==> config.mk <==
export PLATFORM = sky130hd
export DESIGN_NAME = a51_keystream_cipher_unit
export DESIGN_NICKNAME = d
export VERILOG_FILES = /design/src/a51_pkg.sv /design/src/a51_regs.sv /design/src/a51_datapath.sv /design/src/a51_ctrl.sv /design/src/a51_keystream_cipher_unit.sv
export SDC_FILE = /design/constraint.sdc
export NUM_CORES = 1
export LEC_CHECK = 0
export BUFFER_PORTS_ARGS = -buffer_cell sky130_fd_sc_hd__buf_2
export CORE_MARGIN = 4
export CORE_UTILIZATION = 45
export DETAILED_ROUTE_END_ITERATION = 10
export SLEW_MARGIN = 20
export SYNTH_ARGS = -nofsm -noshare
export SYNTH_HDL_FRONTEND = slang
export SYNTH_SLANG_ARGS = --single-unit
==> constraint.sdc <==
create_clock -name clk -period 6.68 [get_ports clk]
set_clock_uncertainty 0.2 [all_clocks]
set_input_delay 1.67 -clock clk [delete_from_list [all_inputs] [get_ports clk]]
set_output_delay 1.67 -clock clk [all_outputs]
set_load 0.01 [all_outputs]
==> src/a51_pkg.sv <==
`timescale 1ns / 1ps
// Package for the A5/1 keystream cipher unit: widths, register indexes,
// controller state codes, command/status structs and LFSR step functions.
// No dependencies.
package a51_pkg;

  localparam int unsigned R1_W      = 19;
  localparam int unsigned R2_W      = 22;
  localparam int unsigned R3_W      = 23;
  localparam int unsigned KEY_W     = 64;
  localparam int unsigned FRAME_W   = 22;
  localparam int unsigned DISC_W    = 8;
  localparam int unsigned BYTE_W    = 8;
  localparam int unsigned SEED_W    = KEY_W + FRAME_W;
  localparam int unsigned CNT_W     = 8;
  localparam int unsigned ADDR_W    = 5;
  localparam int unsigned DATA_W    = 64;
  localparam int unsigned IDX_W     = 2;

  localparam logic [DISC_W-1:0] DISC_RESET = 8'd100;
  localparam logic [CNT_W-1:0]  LOAD_LAST  = 8'(SEED_W - 1);
  localparam logic [CNT_W-1:0]  BYTE_LAST  = 8'(BYTE_W - 1);

  localparam int unsigned R1_CLK = 8;
  localparam int unsigned R2_CLK = 10;
  localparam int unsigned R3_CLK = 10;

  typedef enum logic [IDX_W-1:0] {
    REG_KEY     = 2'd0,
    REG_FRAME   = 2'd1,
    REG_DISCARD = 2'd2,
    REG_NONE    = 2'd3
  } reg_idx_t;

  typedef enum logic {
    MODE_INIT    = 1'b0,
    MODE_ENCRYPT = 1'b1
  } mode_t;

  typedef enum logic [4:0] {
    ST_IDLE    = 5'b00001,
    ST_LOAD    = 5'b00010,
    ST_DISCARD = 5'b00100,
    ST_KSTREAM = 5'b01000,
    ST_EMIT    = 5'b10000
  } state_t;

  typedef struct packed {
    logic start_init;
    logic step_load;
    logic start_discard;
    logic step_major;
    logic start_enc;
    logic emit;
  } cmd_t;

  typedef struct packed {
    logic cnt_zero;
    logic disc_zero;
    logic out_free;
  } status_t;

  function automatic logic [R1_W-1:0] clk_one(input logic [R1_W-1:0] r, input logic inj);
    logic fb;
    fb = r[18] ^ r[17] ^ r[16] ^ r[13] ^ inj;
    return {r[R1_W-2:0], fb};
  endfunction

  function automatic logic [R2_W-1:0] clk_two(input logic [R2_W-1:0] r, input logic inj);
    logic fb;
    fb = r[21] ^ r[20] ^ inj;
    return {r[R2_W-2:0], fb};
  endfunction

  function automatic logic [R3_W-1:0] clk_three(input logic [R3_W-1:0] r, input logic inj);
    logic fb;
    fb = r[22] ^ r[21] ^ r[20] ^ r[7] ^ inj;
    return {r[R3_W-2:0], fb};
  endfunction

endpackage

==> src/a51_regs.sv <==
`timescale 1ns / 1ps
// APB-style configuration registers: session key, frame number, discard count.
// Depends on a51_pkg.
module a51_regs
  import a51_pkg::*;
(
  input  logic                clk,
  input  logic                rst_n,
  input  logic                psel,
  input  logic                penable,
  input  logic                pwrite,
  input  logic [ADDR_W-1:0]   paddr,
  input  logic [DATA_W-1:0]   pwdata,
  output logic [DATA_W-1:0]   prdata,
  output logic                pready,
  output logic [KEY_W-1:0]    key,
  output logic [FRAME_W-1:0]  frame,
  output logic [DISC_W-1:0]   discard
);

  logic [KEY_W-1:0]   key_r,   key_nxt;
  logic [FRAME_W-1:0] frame_r, frame_nxt;
  logic [DISC_W-1:0]  disc_r,  disc_nxt;
  reg_idx_t           idx;
  logic               wr_en;

  assign idx    = reg_idx_t'(paddr[ADDR_W-1:3]);
  assign wr_en  = psel & penable & pwrite;
  assign pready = 1'b1;

  always_comb begin
    key_nxt   = key_r;
    frame_nxt = frame_r;
    disc_nxt  = disc_r;
    prdata    = '0;
    unique case (idx)
      REG_KEY: begin
        prdata = key_r;
        if (wr_en) key_nxt = pwdata;
      end
      REG_FRAME: begin
        prdata = {{(DATA_W-FRAME_W){1'b0}}, frame_r};
        if (wr_en) frame_nxt = pwdata[FRAME_W-1:0];
      end
      REG_DISCARD: begin
        prdata = {{(DATA_W-DISC_W){1'b0}}, disc_r};
        if (wr_en) disc_nxt = pwdata[DISC_W-1:0];
      end
      default: prdata = '0;
    endcase
  end

  always_ff @(posedge clk) begin
    if (!rst_n) begin
      key_r   <= '0;
      frame_r <= '0;
      disc_r  <= DISC_RESET;
    end else begin
      key_r   <= key_nxt;
      frame_r <= frame_nxt;
      disc_r  <= disc_nxt;
    end
  end

  assign key     = key_r;
  assign frame   = frame_r;
  assign discard = disc_r;

endmodule

==> src/a51_datapath.sv <==
`timescale 1ns / 1ps
// Datapath: three LFSRs, seed shifter, step counter, keystream collector and
// output register. Depends on a51_pkg.
module a51_datapath
  import a51_pkg::*;
(
  input  logic               clk,
  input  logic               rst_n,
  input  cmd_t               cmd,
  output status_t            status,
  input  logic [KEY_W-1:0]   key,
  input  logic [FRAME_W-1:0] frame,
  input  logic [DISC_W-1:0]  discard,
  input  logic [BYTE_W-1:0]  data_in,
  input  logic               out_stall,
  output logic               out_valid,
  output logic [BYTE_W-1:0]  out_byte
);

  logic [R1_W-1:0]   r1_r,   r1_nxt;
  logic [R2_W-1:0]   r2_r,   r2_nxt;
  logic [R3_W-1:0]   r3_r,   r3_nxt;
  logic [SEED_W-1:0] seed_r, seed_nxt;
  logic [CNT_W-1:0]  cnt_r,  cnt_nxt;
  logic [BYTE_W-1:0] ks_r,   ks_nxt;
  logic [BYTE_W-1:0] data_r, data_nxt;
  logic [BYTE_W-1:0] obyte_r, obyte_nxt;
  logic              ovalid_r, ovalid_nxt;
  logic              a, b, c, maj;

  assign a   = r1_r[R1_CLK];
  assign b   = r2_r[R2_CLK];
  assign c   = r3_r[R3_CLK];
  assign maj = (a & b) | (a & c) | (b & c);

  always_comb begin
    r1_nxt    = r1_r;
    r2_nxt    = r2_r;
    r3_nxt    = r3_r;
    seed_nxt  = seed_r;
    cnt_nxt   = cnt_r;
    ks_nxt    = ks_r;
    data_nxt  = data_r;
    obyte_nxt = obyte_r;
    ovalid_nxt = ovalid_r & out_stall;

    if (cmd.start_init) begin
      r1_nxt   = '0;
      r2_nxt   = '0;
      r3_nxt   = '0;
      seed_nxt = {frame, key};
      cnt_nxt  = LOAD_LAST;
    end
    if (cmd.step_load) begin
      r1_nxt   = clk_one(r1_r, seed_r[0]);
      r2_nxt   = clk_two(r2_r, seed_r[0]);
      r3_nxt   = clk_three(r3_r, seed_r[0]);
      seed_nxt = {1'b0, seed_r[SEED_W-1:1]};
      cnt_nxt  = cnt_r - 1'b1;
    end
    if (cmd.step_major) begin
      if (a == maj) r1_nxt = clk_one(r1_r, 1'b0);
      if (b == maj) r2_nxt = clk_two(r2_r, 1'b0);
      if (c == maj) r3_nxt = clk_three(r3_r, 1'b0);
      ks_nxt  = {r1_nxt[R1_W-1] ^ r2_nxt[R2_W-1] ^ r3_nxt[R3_W-1], ks_r[BYTE_W-1:1]};
      cnt_nxt = cnt_r - 1'b1;
    end
    if (cmd.start_discard) cnt_nxt = discard - 1'b1;
    if (cmd.start_enc) begin
      data_nxt = data_in;
      cnt_nxt  = BYTE_LAST;
    end
    if (cmd.emit) begin
      obyte_nxt  = data_r ^ ks_r;
      ovalid_nxt = 1'b1;
    end
  end

  always_ff @(posedge clk) begin
    if (!rst_n) begin
      r1_r     <= '0;
      r2_r     <= '0;
      r3_r     <= '0;
      cnt_r    <= '0;
      ovalid_r <= 1'b0;
    end else begin
      r1_r     <= r1_nxt;
      r2_r     <= r2_nxt;
      r3_r     <= r3_nxt;
      cnt_r    <= cnt_nxt;
      ovalid_r <= ovalid_nxt;
    end
  end

  always_ff @(posedge clk) begin
    seed_r  <= seed_nxt;
    ks_r    <= ks_nxt;
    data_r  <= data_nxt;
    obyte_r <= obyte_nxt;
  end

  assign status.cnt_zero  = (cnt_r == '0);
  assign status.disc_zero = (discard == '0);
  assign status.out_free  = ~ovalid_r | ~out_stall;
  assign out_valid        = ovalid_r;
  assign out_byte         = obyte_r;

endmodule

==> src/a51_ctrl.sv <==
`timescale 1ns / 1ps
// Controller state machine: sequences loading, discard clocking and byte
// encryption through commands to the datapath. Depends on a51_pkg.
module a51_ctrl
  import a51_pkg::*;
(
  input  logic    clk,
  input  logic    rst_n,
  input  logic    in_valid,
  input  logic    in_mode,
  output logic    in_stall,
  input  status_t status,
  output cmd_t    cmd
);

  state_t state_r, state_nxt;

  always_comb begin
    state_nxt = state_r;
    cmd       = '0;
    unique case (state_r)
      ST_IDLE: begin
        if (in_valid) begin
          if (mode_t'(in_mode) == MODE_INIT) begin
            cmd.start_init = 1'b1;
            state_nxt      = ST_LOAD;
          end else begin
            cmd.start_enc = 1'b1;
            state_nxt     = ST_KSTREAM;
          end
        end
      end
      ST_LOAD: begin
        cmd.step_load = 1'b1;
        if (status.cnt_zero) begin
          if (status.disc_zero) begin
            state_nxt = ST_IDLE;
          end else begin
            cmd.start_discard = 1'b1;
            state_nxt         = ST_DISCARD;
          end
        end
      end
      ST_DISCARD: begin
        cmd.step_major = 1'b1;
        if (status.cnt_zero) state_nxt = ST_IDLE;
      end
      ST_KSTREAM: begin
        cmd.step_major = 1'b1;
        if (status.cnt_zero) state_nxt = ST_EMIT;
      end
      ST_EMIT: begin
        if (status.out_free) begin
          cmd.emit  = 1'b1;
          state_nxt = ST_IDLE;
        end
      end
      default: state_nxt = ST_IDLE;
    endcase
  end

  always_ff @(posedge clk) begin
    if (!rst_n) begin
      state_r <= ST_IDLE;
    end else begin
      state_r <= state_nxt;
    end
  end

  assign in_stall = (state_r != ST_IDLE);

endmodule

==> src/a51_keystream_cipher_unit.sv <==
`timescale 1ns / 1ps
// Top level of the A5/1 keystream cipher unit: configuration registers,
// controller and datapath. Depends on a51_pkg, a51_regs, a51_ctrl, a51_datapath.
//
//   channel  direction  handshake              payload
//   in_      input      in_valid / in_stall    in_mode, in_data_byte
//   out_     output     out_valid / out_stall  out_cipher_byte
//   config   APB slave  psel, penable, pready  paddr, pwdata, prdata (64 bit)
//
// Encrypt transaction: acceptance, majority clocks of the shared LFSR datapath, one step
// to load the output register. Initialize transaction: acceptance, one LFSR clock per
// key and frame bit, then discard_clocks majority clocks; one LFSR clock per cycle.
// Reset (rst_n low, synchronous) clears the LFSRs, controller and key/frame, and sets
// discard_clocks to 100. A stalled result holds in the output register; the
// next transaction is taken meanwhile and waits only at its own emit step.
module a51_keystream_cipher_unit
  import a51_pkg::*;
(
  input  logic               clk,
  input  logic               rst_n,
  input  logic               in_valid,
  output logic               in_stall,
  input  logic               in_mode,
  input  logic [BYTE_W-1:0]  in_data_byte,
  output logic               out_valid,
  input  logic               out_stall,
  output logic [BYTE_W-1:0]  out_cipher_byte,
  input  logic               psel,
  input  logic               penable,
  input  logic               pwrite,
  input  logic [ADDR_W-1:0]  paddr,
  input  logic [DATA_W-1:0]  pwdata,
  output logic [DATA_W-1:0]  prdata,
  output logic               pready
);

  logic [KEY_W-1:0]   key;
  logic [FRAME_W-1:0] frame;
  logic [DISC_W-1:0]  discard;
  cmd_t               cmd;
  status_t            status;

  a51_regs u_regs (
    .clk     (clk),
    .rst_n   (rst_n),
    .psel    (psel),
    .penable (penable),
    .pwrite  (pwrite),
    .paddr   (paddr),
    .pwdata  (pwdata),
    .prdata  (prdata),
    .pready  (pready),
    .key     (key),
    .frame   (frame),
    .discard (discard)
  );

  a51_ctrl u_ctrl (
    .clk      (clk),
    .rst_n    (rst_n),
    .in_valid (in_valid),
    .in_mode  (in_mode),
    .in_stall (in_stall),
    .status   (status),
    .cmd      (cmd)
  );

  a51_datapath u_dp (
    .clk       (clk),
    .rst_n     (rst_n),
    .cmd       (cmd),
    .status    (status),
    .key       (key),
    .frame     (frame),
    .discard   (discard),
    .data_in   (in_data_byte),
    .out_stall (out_stall),
    .out_valid (out_valid),
    .out_byte  (out_cipher_byte)
  );

endmodule

== Yosys cells after proc, flatten, opt, wreduce, memory -nomap -nowiden ==
Cells that the tools add are included.

* Register bits: 282
* Logic and storage cells: 114
* Input port bits: 85
* Output and inout port bits: 75

* Mux-type cells: 44
* Bitwise operators: 25
* Equal/unequal tests: 16
* Reductions and logical operators: 12
* Add/subtract/negate cells: 2

{| class="wikitable"
|+ Operators with widths
! kind !! count
|-
| case mux 64 bit (3 select lines) || 1
|-
| 2-to-1 mux 85 bit || 2
|-
| 2-to-1 mux 23 bit || 5
|-
| 2-to-1 mux 22 bit || 5
|-
| 2-to-1 mux 19 bit || 5
|-
| 2-to-1 mux 8 bit || 4
|-
| 2-to-1 mux 5 bit || 5
|-
| case mux 5 bit (5 select lines) || 1
|-
| logical NOT 8 bit || 2
|-
| subtractor 8 x 1 -> 8 bit (second input constant) || 2
|-
| 2-to-1 mux 1 bit || 12
|-
| XOR 1 bit || 12
|-
| inequality test 2 bit (second input constant) || 5
|-
| XOR 8 bit || 1
|-
| AND 1 bit || 6
|-
| 2-to-1 mux 3 bit || 2
|-
| AND reduction 2 bit || 3
|-
| equality test 5 x 1 -> 1 bit (second input constant) || 1
|-
| equality test 5 x 2 -> 1 bit (second input constant) || 1
|-
| equality test 5 x 3 -> 1 bit (second input constant) || 1
|-
| equality test 5 x 4 -> 1 bit (second input constant) || 1
|-
| equality test 5 bit (second input constant) || 1
|-
| inequality test 5 x 1 -> 1 bit (second input constant) || 1
|-
| AND reduction 5 bit || 1
|-
| 12 further kinds || 19
|}

== Depth between registers and ports, before layout ==
* Depth after elaboration: 9
* Gate-level depth with buffers: 8
* Gate-level depth less buffers: 6

== Cells and area by module ==
A second synthesis with hierarchy kept.

* Cells, all modules: 1,113
* Area, all modules: 12,283.0 µm²

{| class="wikitable"
|+ By module, submodules not included
! module !! times used !! area an instance (µm²) !! seq. area each (µm²) !! cells each
|-
| a51_datapath || 1 || 7,533.5 || 4,754.6 || 574
|-
| a51_regs || 1 || 4,344.2 || 1,881.8 || 491
|-
| a51_ctrl || 1 || 405.4 || 100.1 || 48
|}

== Least setup slack after synthesis ==
Ideal clock, no wire load.

* Path type: in2out
* Start point: input port paddr[3]
* End point: output port prdata[11]
* Buffers on the path: 2
* Arrival time: 2.759 ns
* Stages: 4
* Data required time: 4.810 ns
* Path slack: 2.051 ns
* Cells stage by stage: clkbuf_1 clkbuf_1 mux2i_1 nor2_1

* Cells in the longest elaborated chain, start to end: 2
* Elaborated cells between the ends (all ways): 4
* Those cells by class: eq/ne: 2; mux: 1; reduce/logical: 1

{| class="wikitable"
|+ Ends and longest elaborated chain
! what !! line !! text
|-
| from (decl) || a51_keystream_cipher_unit.sv:31 || <nowiki>input logic [ADDR_W-1:0] paddr,</nowiki>
|-
| equality test 2 bit, or another cell as far along || a51_regs.sv:36 || <nowiki>unique case (idx)</nowiki>
|-
| case mux 64 bit (3 select lines) (*) || a51_regs.sv:36 ||
|-
| to (decl) || a51_keystream_cipher_unit.sv:33 || <nowiki>output logic [DATA_W-1:0] prdata,</nowiki>
|}

Every way passes the cells marked *; elsewhere a longest branch is shown, timed or not.

== Final worst setup path ==
* Start point: input port paddr[3]
* End point: output port prdata[0]

The elaborated chain is that of the path after synthesis.

==> impl_metrics.yaml <==
cells_and_area:
  area_delta_synth_final_pct: 15.3
  layout-drive-gt1-share_pct: 15.7
  final_cell_mix: "sky130_fd_sc_hd__nand2_1 (468), sky130_fd_sc_hd__dfxtp_1 (173), sky130_fd_sc_hd__buf_2 (154)"
  antenna_cells: 0
  layout_commonest_cell: "sky130_fd_sc_hd__nand2_1"
  final_cell_count_no_fill: 1790
  num-nets-final: 1514
worst_setup_path:
  endpoint_kind: "primary output"
  cp.arrival_ns: 3.10
  r2r_slack_ns: 3.76
  critPathKind: "in -> out"
  crit_fanout: 29
  regToRegStartpoint: "u_ctrl.state_r[1]"
  worstRegToRegCells: 4
  reg2reg_to: "u_dp.seed_r[48]"
  timing.critical_path.from_type: "input pin"
  required_ns: 4.81
floorplan:
  placement_rows: 60
  starting_utilization_of_the_core_area_pct: 45.6
  die_area_mm2: 0.0299
  top_level_ports: 160
  floorplan_core_area_mm2: 0.0269
  die_x_um: 173
  chipHeight_um: 173
detailed_routing:
  via_per_inst: 5.10
  route.detailed.drc: 0
  dr_total_vias: 9133
  postRouteAntennaNets: 0
  drt_pre_antenna_iters: 6
  totalWireLength_um: 27300
  post_drt_wl_per_cell_um: 15.3
  initial_drc_count: 704
run_status:
  outcome: "finished clean"
cts:
  clk_path_buf_depth: 3
  ctsRootBufferMaster: "sky130_fd_sc_hd__clkbuf_16"
  cts_resized: 0
  cts-htree-levels: 1
  cts_setup_buffers: 0
  cts_tree: "built"
  tritoncts_buffer_count: 31
  clkSinkCount: 282
  path_clk_slew_ns: 0.06
  ctsHoldBuffers: 0
  worstSkewPairLatency_ns: 0.55
logic_synthesis:
  synth.yosys.warnings: 0
  number_of_nets_in_the_synthesized_netlist: 1403
  synth_area_mm2: 0.0122
  syn-instance-count: 1314
  synth_flop_cell: "sky130_fd_sc_hd__dfxtp_1"
  postSynthRegisterBits: 282
  synth-seq-area-share_pct: 55.0
  post_synth_num_cell_types: 66
  asyncSetResetFlopFracSynth_pct: 0
  synthesis.area_per_instance_um2: 9.32
  synth-edff-count: 109
global_route:
  grtUsageTotal_pct: 17.5
  first_global_vias: 8762
  grtUsageMet1_pct: 25.4
  globalRouteMet3Util_pct: 3.67
  grt.met2_usage_pct: 27.1
  grt_max_degree: 108
  wire_length_of_the_first_global_routing_pass_um: 44800
  grt.overflow.total: 0
  most_crowded_layer_after_global_routing: "met2"
  grt_antenna_before_repair: 3
power:
  p_leak_nw: 5.57
  power-per-cell-area_mw_per_mm2: 262
  maximum_vdd_drop_uv: 197
timing:
  finalCriticalPeriod_ns: 4.97
  achievable-frequency_mhz: 201
  timing.final.setup_violations: 0
  worst_slew_margin_rel_pct: 30.6
  fin_setup_tns_ns: 0
  finalHoldViolCount: 0
  rsz_0062_raised_after_global_routing: "no"
  finalMaxSlewViolations: 0
  worstMarginPinSlew_ns: 1.04
  finalCritPeriodShare_pct: 74.4
min_path:
  holdPathStages: 2
  worstHoldStart: "u_dp.seed_r[85]"
  min_path_type: "reg -> reg"
  worst_hold_path.endpoint: "u_dp.seed_r[85]"
placement:
  dpl.cell_count: 1732
  gp_congestion: 0.840
  io_buffers: 155
  hpwlAfterDp_um: 16800
flow_run:
  maxCapViolCount: 0
[sequential cells by signal (all words and copies together) (netlist names), 19 cells and up]
signal / count
u_dp.seed_r: 86
u_regs.key: 64
u_dp.r3_r: 23
u_dp.r2_r: 22
u_regs.frame: 22
u_dp.r1_r: 19
[through the flow]
step / instance area, um2 / util (%) / hold WS (ns) / power [W] / setup WS (ns)
3_3_place_gp: 13200 / 49.0 / 0.246 / 0.00218 / 1.74
3_5_place_dp: 13200 / 49.0 / 0.251 / 0.00218 / 1.69
6_report: 14100 / 52.5 / 0.266 / 0.00370 / 1.71
2_1_floorplan: 12200 / - / 0.237 / 0.00210 / 2.05
4_1_cts: 14100 / 52.5 / 0.259 / 0.00375 / 1.69
5_1_grt: 14100 / 52.5 / 0.282 / 0.00385 / 1.57
[logic make-up (layout without fill, tap and decap cells)]
family / Yosys count / in the layout / share of synthesized area, %
simple gates: 667 / 667 / 24.4
flops: 282 / 282 / 55.0
compound gates: 211 / 211 / 12.6
buf+inv: 95 / 230 / 3.40
xor+xnor: 29 / 29 / 2.07
mux: 25 / 25 / 2.04
fa+ha+maj: 4 / 4 / 0.409
other cells: 1 / 1 / 0.0306
[Yosys cell counts, types with 2 or more instances]
master,count,area share (%)
sky130_fd_sc_hd__or3b_2,2,0.14
sky130_fd_sc_hd__nand3b_1,2,0.12
sky130_fd_sc_hd__o31a_1,2,0.14
sky130_fd_sc_hd__nand4_1,3,0.15
sky130_fd_sc_hd__ha_1,4,0.41
sky130_fd_sc_hd__xnor2_1,12,0.86
sky130_fd_sc_hd__edfxtp_1,109,27
sky130_fd_sc_hd__o211ai_1,2,0.12
sky130_fd_sc_hd__a22oi_1,62,3.8
sky130_fd_sc_hd__buf_2,17,0.69
sky130_fd_sc_hd__nor4_2,2,0.20
sky130_fd_sc_hd__and3b_1,2,0.14
sky130_fd_sc_hd__a31oi_1,3,0.15
sky130_fd_sc_hd__buf_6,3,0.28
sky130_fd_sc_hd__and3_1,3,0.15
sky130_fd_sc_hd__buf_1,4,0.12
sky130_fd_sc_hd__dfxtp_1,173,28
sky130_fd_sc_hd__nor2b_1,64,3.3
sky130_fd_sc_hd__o221ai_1,2,0.14
sky130_fd_sc_hd__nor3b_1,4,0.25
sky130_fd_sc_hd__nor2_1,29,0.89
sky130_fd_sc_hd__o21ai_0,16,0.65
sky130_fd_sc_hd__o31ai_1,2,0.12
sky130_fd_sc_hd__o32ai_1,2,0.14
sky130_fd_sc_hd__a21boi_0,96,5.9
sky130_fd_sc_hd__xor2_1,17,1.2
sky130_fd_sc_hd__inv_1,7,0.21
sky130_fd_sc_hd__clkbuf_1,59,1.8
sky130_fd_sc_hd__nor3_1,7,0.29
sky130_fd_sc_hd__or3_1,4,0.20
sky130_fd_sc_hd__or4_1,2,0.12
sky130_fd_sc_hd__o21a_1,3,0.18
sky130_fd_sc_hd__and2_1,45,2.3
sky130_fd_sc_hd__nor3_2,3,0.25
sky130_fd_sc_hd__nor4_1,2,0.10
sky130_fd_sc_hd__nand3_1,12,0.49
sky130_fd_sc_hd__nand2_1,470,14
sky130_fd_sc_hd__mux2i_1,25,2.0
sky130_fd_sc_hd__a21oi_1,8,0.33
sky130_fd_sc_hd__buf_4,4,0.25
[power breakdown]
group	switching, W	internal (W)	leakage [nW]	total, W
Clock	0.000660	0.000889	0.451	0.00155
Sequential	0.0000319	0.00185	2.43	0.00189
Combinational	0.000169	0.0000917	2.69	0.000261
[worst max-delay path by stage]
| stage | endpoint | cells after the start | slack [ns] | startpoint |
|---|---|---|---|---|
| 2_1_floorplan | prdata[11] | 4 | 2.05 | paddr[3] |
| 3_3_place_gp | prdata[1] | 5 | 1.74 | paddr[3] |
| 3_5_place_dp | prdata[2] | 5 | 1.69 | paddr[3] |
| 4_1_cts | prdata[2] | 5 | 1.69 | paddr[3] |
| 5_1_grt | prdata[1] | 5 | 1.57 | paddr[3] |
| 6_report | prdata[0] | 5 | 1.71 | paddr[3] |
[layer usage]
metal,share of wire [%],vias to the layer above
met1,50,4227
li1,-,4633
met4,2.3,6
met5,0.11,-
met2,43,220
met3,5.3,47
[layout make-up]
cell class	instances	area, um2
fill	2540	12800
sequential	282	6740
multi-input combinational	937	5130
timing repair buffer	166	868
clock buffer	42	857
tap	341	427
clock inverter	15	70.1
inverter	7	26.3
[worst max-delay path, stage by stage]
cell                      delay (ns)
sky130_fd_sc_hd__buf_2          0.70
sky130_fd_sc_hd__nor2b_1        0.33
sky130_fd_sc_hd__nand2_1        0.15
sky130_fd_sc_hd__o21ai_0        0.08
sky130_fd_sc_hd__buf_2          0.15
Power figures use the tool's default switching activity.
